[src/hw/rtl/rlrv_pkg.sv]
// Shared types and constants for the rolling log-return volatility block.
// Used by rlrv_ctrl, rlrv_dp and the top level; depends on nothing.
package rlrv_pkg;

    localparam int MAX_WINDOW_DEFAULT = 64;
    localparam int PRICE_W            = 32;
    localparam int VOL_W              = 32;
    localparam int USED_W             = 7;
    localparam int WIN_W              = 7;
    localparam int OUT_W              = 40;

    localparam logic [WIN_W-1:0] WINDOW_RESET = 7'd20;
    localparam logic [29:0]      LN2_Q30      = 30'd744261118;
    localparam int               ANNUAL_DAYS  = 252;
    localparam logic [5:0]       LOG_FRAC_BITS = 6'd28;
    localparam logic [5:0]       SQRT_STEPS    = 6'd32;

    // controller states
    typedef enum logic [4:0] {
        S_IDLE, S_NORM, S_SQ_MUL, S_SQ_ACC, S_LOGDIFF, S_RET_MUL, S_RET_WR,
        S_COUNT, S_CHECK, S_SUM_RD, S_SUM_ACC, S_MEAN_START, S_MEAN_WAIT,
        S_DEV_RD, S_DEV_SUB, S_DEV_MUL, S_DEV_ACC, S_VAR_START, S_VAR_WAIT,
        S_SCALE, S_SQRT_INIT, S_SQRT_STEP, S_OUT
    } state_t;

    // datapath operations
    typedef enum logic [4:0] {
        OP_NONE, OP_LOAD, OP_NORM, OP_SQ_MUL, OP_SQ_ACC, OP_LOGDIFF, OP_RET_MUL,
        OP_RET_WR, OP_COUNT, OP_SUM_ACC, OP_MEAN_START, OP_MEAN_WAIT,
        OP_DEV_SUB, OP_DEV_MUL, OP_DEV_ACC, OP_VAR_START, OP_VAR_WAIT,
        OP_SCALE, OP_SQRT_INIT, OP_SQRT_STEP, OP_OUT
    } op_t;

    typedef struct packed {
        op_t op;
    } cmd_t;

    typedef struct packed {
        logic norm_done;
        logic have_prev;
        logic count_lt2;
        logic elem_last;
        logic div_done;
        logic out_free;
    } status_t;

endpackage

[src/hw/rtl/rlrv_ctrl.sv]
// Controller state machine that sequences the datapath for one price.
// Depends on rlrv_pkg.
module rlrv_ctrl (
    input  logic              aclk,
    input  logic              aresetn,
    input  logic              s_tvalid,
    output logic              s_tready,
    input  rlrv_pkg::status_t status,
    output rlrv_pkg::cmd_t    cmd
);

    rlrv_pkg::state_t state_reg, state_next;
    logic [5:0]       cnt_reg, cnt_next;

    always_ff @(posedge aclk) begin
        if (!aresetn) begin
            state_reg <= rlrv_pkg::S_IDLE;
            cnt_reg   <= '0;
        end else begin
            state_reg <= state_next;
            cnt_reg   <= cnt_next;
        end
    end

    // next state and datapath command
    always_comb begin
        state_next = state_reg;
        cnt_next   = cnt_reg;
        cmd.op     = rlrv_pkg::OP_NONE;
        s_tready   = 1'b0;
        case (state_reg)
            rlrv_pkg::S_IDLE: begin
                s_tready = 1'b1;
                if (s_tvalid) begin
                    cmd.op     = rlrv_pkg::OP_LOAD;
                    state_next = rlrv_pkg::S_NORM;
                end
            end
            rlrv_pkg::S_NORM: begin
                cmd.op = rlrv_pkg::OP_NORM;
                if (status.norm_done) begin
                    cnt_next   = rlrv_pkg::LOG_FRAC_BITS;
                    state_next = rlrv_pkg::S_SQ_MUL;
                end
            end
            rlrv_pkg::S_SQ_MUL: begin
                cmd.op     = rlrv_pkg::OP_SQ_MUL;
                state_next = rlrv_pkg::S_SQ_ACC;
            end
            rlrv_pkg::S_SQ_ACC: begin
                cmd.op   = rlrv_pkg::OP_SQ_ACC;
                cnt_next = cnt_reg - 6'd1;
                state_next = (cnt_reg == 6'd1) ? rlrv_pkg::S_LOGDIFF : rlrv_pkg::S_SQ_MUL;
            end
            rlrv_pkg::S_LOGDIFF: begin
                cmd.op     = rlrv_pkg::OP_LOGDIFF;
                state_next = status.have_prev ? rlrv_pkg::S_RET_MUL : rlrv_pkg::S_OUT;
            end
            rlrv_pkg::S_RET_MUL: begin
                cmd.op     = rlrv_pkg::OP_RET_MUL;
                state_next = rlrv_pkg::S_RET_WR;
            end
            rlrv_pkg::S_RET_WR: begin
                cmd.op     = rlrv_pkg::OP_RET_WR;
                state_next = rlrv_pkg::S_COUNT;
            end
            rlrv_pkg::S_COUNT: begin
                cmd.op     = rlrv_pkg::OP_COUNT;
                state_next = rlrv_pkg::S_CHECK;
            end
            rlrv_pkg::S_CHECK: begin
                state_next = status.count_lt2 ? rlrv_pkg::S_OUT : rlrv_pkg::S_SUM_RD;
            end
            rlrv_pkg::S_SUM_RD: begin
                state_next = rlrv_pkg::S_SUM_ACC;
            end
            rlrv_pkg::S_SUM_ACC: begin
                cmd.op     = rlrv_pkg::OP_SUM_ACC;
                state_next = status.elem_last ? rlrv_pkg::S_MEAN_START : rlrv_pkg::S_SUM_RD;
            end
            rlrv_pkg::S_MEAN_START: begin
                cmd.op     = rlrv_pkg::OP_MEAN_START;
                state_next = rlrv_pkg::S_MEAN_WAIT;
            end
            rlrv_pkg::S_MEAN_WAIT: begin
                cmd.op = rlrv_pkg::OP_MEAN_WAIT;
                if (status.div_done) begin
                    state_next = rlrv_pkg::S_DEV_RD;
                end
            end
            rlrv_pkg::S_DEV_RD: begin
                state_next = rlrv_pkg::S_DEV_SUB;
            end
            rlrv_pkg::S_DEV_SUB: begin
                cmd.op     = rlrv_pkg::OP_DEV_SUB;
                state_next = rlrv_pkg::S_DEV_MUL;
            end
            rlrv_pkg::S_DEV_MUL: begin
                cmd.op     = rlrv_pkg::OP_DEV_MUL;
                state_next = rlrv_pkg::S_DEV_ACC;
            end
            rlrv_pkg::S_DEV_ACC: begin
                cmd.op     = rlrv_pkg::OP_DEV_ACC;
                state_next = status.elem_last ? rlrv_pkg::S_VAR_START : rlrv_pkg::S_DEV_RD;
            end
            rlrv_pkg::S_VAR_START: begin
                cmd.op     = rlrv_pkg::OP_VAR_START;
                state_next = rlrv_pkg::S_VAR_WAIT;
            end
            rlrv_pkg::S_VAR_WAIT: begin
                cmd.op = rlrv_pkg::OP_VAR_WAIT;
                if (status.div_done) begin
                    state_next = rlrv_pkg::S_SCALE;
                end
            end
            rlrv_pkg::S_SCALE: begin
                cmd.op     = rlrv_pkg::OP_SCALE;
                state_next = rlrv_pkg::S_SQRT_INIT;
            end
            rlrv_pkg::S_SQRT_INIT: begin
                cmd.op     = rlrv_pkg::OP_SQRT_INIT;
                cnt_next   = rlrv_pkg::SQRT_STEPS;
                state_next = rlrv_pkg::S_SQRT_STEP;
            end
            rlrv_pkg::S_SQRT_STEP: begin
                cmd.op   = rlrv_pkg::OP_SQRT_STEP;
                cnt_next = cnt_reg - 6'd1;
                if (cnt_reg == 6'd1) begin
                    state_next = rlrv_pkg::S_OUT;
                end
            end
            rlrv_pkg::S_OUT: begin
                if (status.out_free) begin
                    cmd.op     = rlrv_pkg::OP_OUT;
                    state_next = rlrv_pkg::S_IDLE;
                end
            end
            default: begin
                state_next = rlrv_pkg::S_IDLE;
            end
        endcase
    end

endmodule

[config.mk]
export PLATFORM = sky130hd
export DESIGN_NAME = rlrv_ctrl
export DESIGN_NICKNAME = d
export VERILOG_FILES = /design/src/hw/rtl/rlrv_pkg.sv /design/src/hw/rtl/rlrv_ctrl.sv
export SDC_FILE = /design/constraint.sdc
export NUM_CORES = 1
export LEC_CHECK = 0
export BUFFER_PORTS_ARGS = -buffer_cell sky130_fd_sc_hd__buf_2
export CORE_ASPECT_RATIO = 1.75
export CORE_MARGIN = 2
export CORE_UTILIZATION = 50
export CTS_CLUSTER_DIAMETER = 150
export DETAILED_ROUTE_END_ITERATION = 10
export PLACE_DENSITY = 0.73
export SLEW_MARGIN = 20
export SYNTH_ARGS = -nofsm -noshare
export SYNTH_HDL_FRONTEND = slang
export SYNTH_SLANG_ARGS = --single-unit
[constraint.sdc]
create_clock -name aclk -period 1.55 [get_ports aclk]
set_input_delay 0.0775 -clock aclk [delete_from_list [all_inputs] [get_ports aclk]]
set_output_delay 0.0775 -clock aclk [all_outputs]
set_load 0.02 [all_outputs]
# Word-level counts from Yosys, hierarchy flattened
# Cells that the tools add are included.
# op_classes
reduce_logical	5
mux	18
n_eq_ne	29
add_sub_neg	1
# ops
cell	count
5-bit case mux with 23 select lines	1
5-bit case mux with 20 select lines	1
5-bit two-way mux	10
5-bit by 4-bit == test with 1-bit output (second input constant)	8
5-bit == test (second input constant)	7
5-bit by 3-bit == test with 1-bit output (second input constant)	4
6-bit case mux with 3 select lines	1
2-bit != test (second input constant)	6
5-bit by 2-bit == test with 1-bit output (second input constant)	2
6-bit by 1-bit == test with 1-bit output (second input constant)	1
6-bit two-way mux	1
6-bit AND reduction	1
6-bit by 1-bit subtractor with 6-bit output (second input constant)	1
5-bit by 1-bit == test with 1-bit output (second input constant)	1
5-bit zero test	1
3-bit two-way mux	1
3-bit nonzero test	1
1-bit two-way mux	2
2-bit two-way mux	1
2-bit AND reduction	1
2-bit OR reduction	1
# word_totals
ff_bits	11

# Longest topological paths before layout
# Gate-level depths: netlist (run 1).
# depth
word_depth	4
depth_mapped	7

# Worst setup path before layout (run 1)
# No wires, ideal clock.
# synth_path
kind	register -> output
start	reg state_reg[1]
end	out cmd[3] in the netlist's numbering
path_stages_with_launch	6
setup_slack_ns	-0.011
t_arrival_ns	1.483
cell_sequence	dfxtp_1 buf_6 clkbuf_1 buf_2 a21oi_1 o21ai_0
# synth_lines
item	line	text
start, declared	rlrv_ctrl.sv:12	rlrv_pkg::state_t state_reg, state_next;
start signal, assigned	rlrv_ctrl.sv:17	state_reg <= rlrv_pkg::S_IDLE;
start signal, assigned	rlrv_ctrl.sv:20	state_reg <= state_next;
end, declared	rlrv_ctrl.sv:9	output rlrv_pkg::cmd_t cmd

# Worst setup path in the final report (run 1)
# layout_path
start	reg state_reg[3]
end	reg state_reg[2]
# layout_via
elab_chain_len	3
# layout_lines
item	line	text
5-bit == test (tied with other cells)	rlrv_ctrl.sv:31	case (state_reg)
2-bit != test (no source line)	n/a	
6-bit AND reduction (no source line)	n/a	
# Parallel ways exist; a longest one is shown, timed or not.
# A chain may end at the register's enable or synchronous reset.

==> reports/qor.txt, run 1 <==
worst r2r src - state_reg[3]
final-report setup violation count - 16
worst-path fanout max - 9
Final ANT Viol Nets - 0
Antenna diodes - 0
clk slew on worst S/H paths - 50 ps
Critical Path, Cell by Cell - and2b_1, or4b_4, o311ai_4, buf_4, o21ai_2, a21oi_2
Sink Count - 11
DR vias/cell - 6.926
hold path start - aresetn
Setup WS pre-CTS - -198.8 ps
Initial Util - 52.28%
Async SR Flop Fraction - 0%
Mapped Nets - 169
RSZ-0062 raised after global routing - yes
max incr delay on CP - 520 ps
dominant synthesized flop cell - dfxtp_1
cts bufs inserted - 3
TritonRoute pass-1 iters - 4
Seq/Total Area, Yosys - 18.53%
mapped cell area - 1189 um^2
DP Cell Count - 219
antenna violations before repair - 0
clk root buf - clkbuf_8
fraction of layout instances using a drive strength above 1 - 60.83%
IO Pins - 15
Clock Skew - 0.5399 ps
Worst VDD drop - 1.351 mV
crit path from - state_reg[3]
die span in x - 40.86 um
max frequency - 575.6 MHz
CP startpoint kind - flop
initial DRC count - 88
reg2reg setup slack - -190 ps
DR WL/cell - 24.83 um
Power Density - 2044 nW/um^2
Syn-to-layout area delta - 68.32%
NumNets Final - 229
number of synthesized flops with an enable pin - 0
violated checks - setup timing
clk_lat worst skew - 240 ps
Placer Congestion - 0.9072
Final Max Slew Viols - 0
crit path DAT - 1900 ps
critical path buffer and inverter count - 1
post-synthesis cell type count - 58
CTS H-tree depth - 1
Worst EP required - 1720 ps
worst-case clock buffer depth - 2
Largest register FFs - 6
hold crit path type - input port to flop
synth warn - 0
FF+latch count, synth - 11
global-route wire length before repair - 7.265 mm
die height - 68.50 um
final hold violation count - 0
worst slew pin tran - 359.9 ps
DRC errors left - 0
die area - 2799 um^2
number of cell rows - 23
Pleak - 0.8344 nW
nature of the critical path endpoint - flop
Max-slew headroom - 75.82%
Period minus WS final - 1737 ps
TritonCTS clock tree - built
WL final - 6.008 mm
largest net degree at the start of global routing - 15
Avg Cell Area, Syn - 7.523 um^2
fin cells - 242
fin crit share - 112.1%
Mapped Cells - 158
CP Class - flop to flop
Slowest cell on crit path - or4b_4
GR Util All Layers - 38.54%
vias in the first global route - 1562
outcome - finished, violations left
core area - 2273 um^2
total power - 4.090 mW
Via Count - 1676
grt total ovfl - 0
Post-DP HPWL - 3.021 mm
I/O Buffers - 14
CP top delay family - simple AND/OR/NAND/NOR gates
max cap viols - 0
final setup margin - -187.3 ps
kinds of logic (layout without fill, tap and decap cells):
group	Yosys count	count (layout)	synth area share (%)
adders and majority gates	2	2	2.105
AOI/OAI and AO/OA	62	62	38.32
buffers and inverters	19	78	7.790
and+or+nand+nor	61	61	30.74
DFF	11	11	18.53
xor gates and xnor gates	1	1	0.7370
muxes	2	2	1.789
layout make-up:
type                       instances  area, um^2
multi-input combinational        128        1089
inverter                           5       21.27
clock buffer                       4       45.04
tap                               25       31.28
sequential                        11       239.0
fill                              92       272.8
timing repair buffer              69       575.6
routing by layer:
layer	share of wire (%)	global-route usage, %	vias to the layer above
li1	-	-	717
met1	32	34.61	774
met2	49	67.38	126
met3	8.9	10.26	59
met4	11	28.33	0
met5	0	0	-
cell usage after synthesis (5+ instances only):
cell type	n	area [um^2]
o21a_1	6	45.04
nor2_1	17	63.81
o22ai_1	5	31.28
dfxtp_1	11	220.2
buf_2	8	40.04
a21oi_1	14	70.07
o21ai_0	5	25.02
inv_1	5	18.77
nand2_1	11	41.29
a31oi_1	5	31.28
through the flow:
step                      utilization, %  hold slack [ps]  setup TNS [ps]  cell area [um^2]
after floorplan                        -            389.1               0              1189
after global placement             65.38            393.2           -1196              1486
after detailed placement           65.38            400.1           -1639              1486
after CTS                          79.36            142.4          -454.4              1804
after global routing               88.00            146.8           -2307              2001
final                              88.00            149.1           -1598              2001
worst paths after layout:
check	to	depth (start not counted)
worst max-delay path	state_reg[2]	6
worst min-delay path	state_reg[0]	2
worst max register to register	state_reg[2]	6
worst min register to register	cnt_reg[5]	2
power by group:
| part | switching [mW] | internal (mW) |
|---|---|---|
| combinational | 1.67 | 1.55 |
| clock | 0.113 | 0.181 |
| sequential | 0.176 | 0.401 |
cell usage in the layout, fill, tap and decap left out, types with 4 or more instances in the layout:
cell type and n:
nand2_2 4, nand2_1 9, dfxtp_4 5, inv_1 4, a31oi_1 5, nor2_1 15, o21a_1 6, buf_6 14
a21oi_1 9, a21oi_2 6, buf_4 43, buf_2 10, dfxtp_1 6
timing repair:
action | CTS | global route
hold buffers | 0 | 0
endpoints found under the setup margin | 16 | 16
buffers inserted | 9 | 9
gates cloned | 0 | 1
endpoints found under the hold margin | 0 | 0
resized for setup | 55 | 25
pin swaps | 22 | 18
No activity file was read; power rests on OpenSTA's default activity.
==> run 2: changes to the inputs <==
--- a/config.mk
+++ b/config.mk
@@ -5,13 +5,13 @@
 export SDC_FILE = /design/constraint.sdc
 export NUM_CORES = 1
 export LEC_CHECK = 0
-export BUFFER_PORTS_ARGS = -buffer_cell sky130_fd_sc_hd__buf_2
 export CORE_ASPECT_RATIO = 1.75
 export CORE_MARGIN = 2
 export CORE_UTILIZATION = 50
 export CTS_CLUSTER_DIAMETER = 150
 export DETAILED_ROUTE_END_ITERATION = 10
-export PLACE_DENSITY = 0.73
+export DONT_BUFFER_PORTS = 1
+export PLACE_DENSITY = 0.68
 export SLEW_MARGIN = 20
 export SYNTH_ARGS = -nofsm -noshare
 export SYNTH_HDL_FRONTEND = slang
==> run 2 against run 1 <==
The flow still finishes with violations (setup timing). Power is 5.4% lower. Combinational power is 6.5% lower. Global-route usage is 4.5 points lower. Largest power group unchanged.
==> reports/qor.txt, run 2 (synthesized netlist as in run 1, its figures left out) <==
I/O Buffers - 0 (-14)
Initial Util - 52.28% (unchanged)
CP top delay family - compound AO/OA/AOI/OAI gates
DR vias/cell - 6.805 (-1.7%)
Final Max Slew Viols - 0 (unchanged)
Power Density - 2070 nW/um^2 (+1.3%)
hold crit path type - input port to flop
crit path DAT - 1930 ps (+30 ps)
Setup WS pre-CTS - -254.9 ps (-56.19 ps)
worst slew pin tran - 392.0 ps (+32.04 ps)
clk_lat worst skew - 240 ps (about the same)
Worst EP required - 1720 ps (about the same)
critical path depth - 6 (unchanged)
GR Util All Layers - 34.04% (-4.5 points)
Pleak - 0.7792 nW (-6.6%)
vias in the first global route - 1502 (-3.8%)
NumNets Final - 218 (-4.8%)
Max-slew headroom - 73.81% (-2.0 points)
Slowest cell on crit path - or4b_4
r2r worst-path depth - 6 (unchanged)
DP Cell Count - 216 (-1.4%)
CTS H-tree depth - 1 (unchanged)
most frequent cells in the layout - buf_4, nor2_1, a21oi_1
initial DRC count - 123 (+40%)
CP Class - flop to flop
outcome - finished, violations left
RSZ-0062 raised after global routing - yes
DR WL/cell - 21.68 um (-13%)
die area - 2799 um^2 (unchanged)
DRC errors left - 0 (unchanged)
final setup margin - -211.1 ps (-23.87 ps)
core area - 2273 um^2 (unchanged)
Syn-to-layout area delta - 57.26%
max frequency - 567.8 MHz (-1.4%)
grt total ovfl - 0 (unchanged)
clk slew on worst S/H paths - 50 ps (about the same)
Via Count - 1572 (-6.2%)
largest net degree at the start of global routing - 12 (-3)
max incr delay on CP - 540 ps (+20 ps)
final hold violation count - 0 (unchanged)
cts bufs inserted - 3 (unchanged)
CP startpoint kind - flop
Post-DP HPWL - 3.127 mm (+3.5%)
antenna violations before repair - 0 (unchanged)
Period minus WS final - 1761 ps (+23.87 ps)
WL final - 5.008 mm (-17%)
number of cell rows - 23 (unchanged)
final-report setup violation count - 15 (-1)
nature of the critical path endpoint - flop
fin crit share - 113.6% (+1.5 points)
Worst setup endpoint - state_reg[2]
Largest register FFs - 6 (unchanged)
Antenna diodes - 0 (unchanged)
Hold Slack - 61.84 ps (-87.29 ps)
global-route wire length before repair - 6.513 mm (-10%)
Final ANT Viol Nets - 0 (unchanged)
commonest non-fill, non-tap cell in the layout - buf_4
Critical Path, Cell by Cell - buf_6, or4b_4, o32a_1, o31ai_2, o211ai_2, a21oi_2
Placer Congestion - 0.9395 (+3.6%)
violated checks - setup timing
worst-case clock buffer depth - 2 (unchanged)
crit path from - state_reg[1]
max cap viols - 0 (unchanged)
worst r2r src - state_reg[1]
reg2reg setup slack - -210 ps (-20 ps)
critical path buffer and inverter count - 1 (unchanged)
TritonRoute pass-1 iters - 4 (unchanged)
die span in x - 40.86 um (unchanged)
fraction of layout instances using a drive strength above 1 - 54.37% (-6.5 points)
IO Pins - 15 (unchanged)
Sink Count - 11 (unchanged)
Clock Skew - 2.849 ps (+2.309 ps)
R2R Path End - state_reg[2]
final core utilization - 82.22% (-5.8 points)
worst-path fanout max - 6 (-3)
TritonCTS clock tree - built
Worst VDD drop - 1.307 mV (-3.3%)
die height - 68.50 um (unchanged)
fin cells - 231 (-4.5%)
clk root buf - clkbuf_8
-- run 2: timing repair --
action	CTS	global route
gates resized for setup	31	29
buffers inserted	2	7
endpoints found under the setup margin	16	15
endpoints found under the hold margin	5	1
pin swaps	11	17
hold buffers	1	1
cloned	0	0
-- run 2: worst reg2reg max path: stages (launching register included) --
cell and delay (ps):
dfxtp_4 370, buf_6 120, or4b_4 540, o32a_1 320
o31ai_2 90, o211ai_2 120, a21oi_2 140
-- run 2: layout make-up --
type / instances / area (um^2)
multi-input cells: 128 / 1049
repair buffers: 58 / 483.0
fillers: 132 / 404.1
flip-flops and latches: 11 / 239.0
clock buffers: 4 / 45.04
well taps: 25 / 31.28
inverters: 5 / 22.52
-- run 2: worst min path at each step --
stage | startpoint | to | slack [ps] | cells after the start
after floorplan | aresetn | state_reg[0] | 390 | 2
after global placement | aresetn | state_reg[3] | 210 | 1
after detailed placement | aresetn | state_reg[3] | 200 | 1
after CTS | aresetn | state_reg[4] | 0.8 | 2
after global routing | aresetn | cnt_reg[0] | 70 | 2
final | aresetn | cnt_reg[0] | 60 | 2
-- run 2: stage by stage --
stage	area, um^2	setup TNS (ps)	total power, mW
6_report	1869	-1538	3.870
5_1_grt	1869	-2306	4.102
4_1_cts	1680	-1190	3.350
3_5_place_dp	1511	-2123	2.838
3_3_place_gp	1511	-1521	2.770
2_1_floorplan	1189	0	1.879
-- run 2: report_power, final --
group          internal [mW]  switching [mW]  total, mW  leakage, nW
combinational           1.51            1.49       3.01        0.663
clock                  0.182           0.119      0.300       0.0228
sequential             0.401           0.163      0.564       0.0934
-- run 2: layer usage --
layer	global-route usage, %	up-vias	share of wire [%]
met2	63.87	103	55
li1	-	693	-
met4	24.58	0	6.8
met5	0	-	0
met3	6.731	36	5.5
met1	27.80	740	32
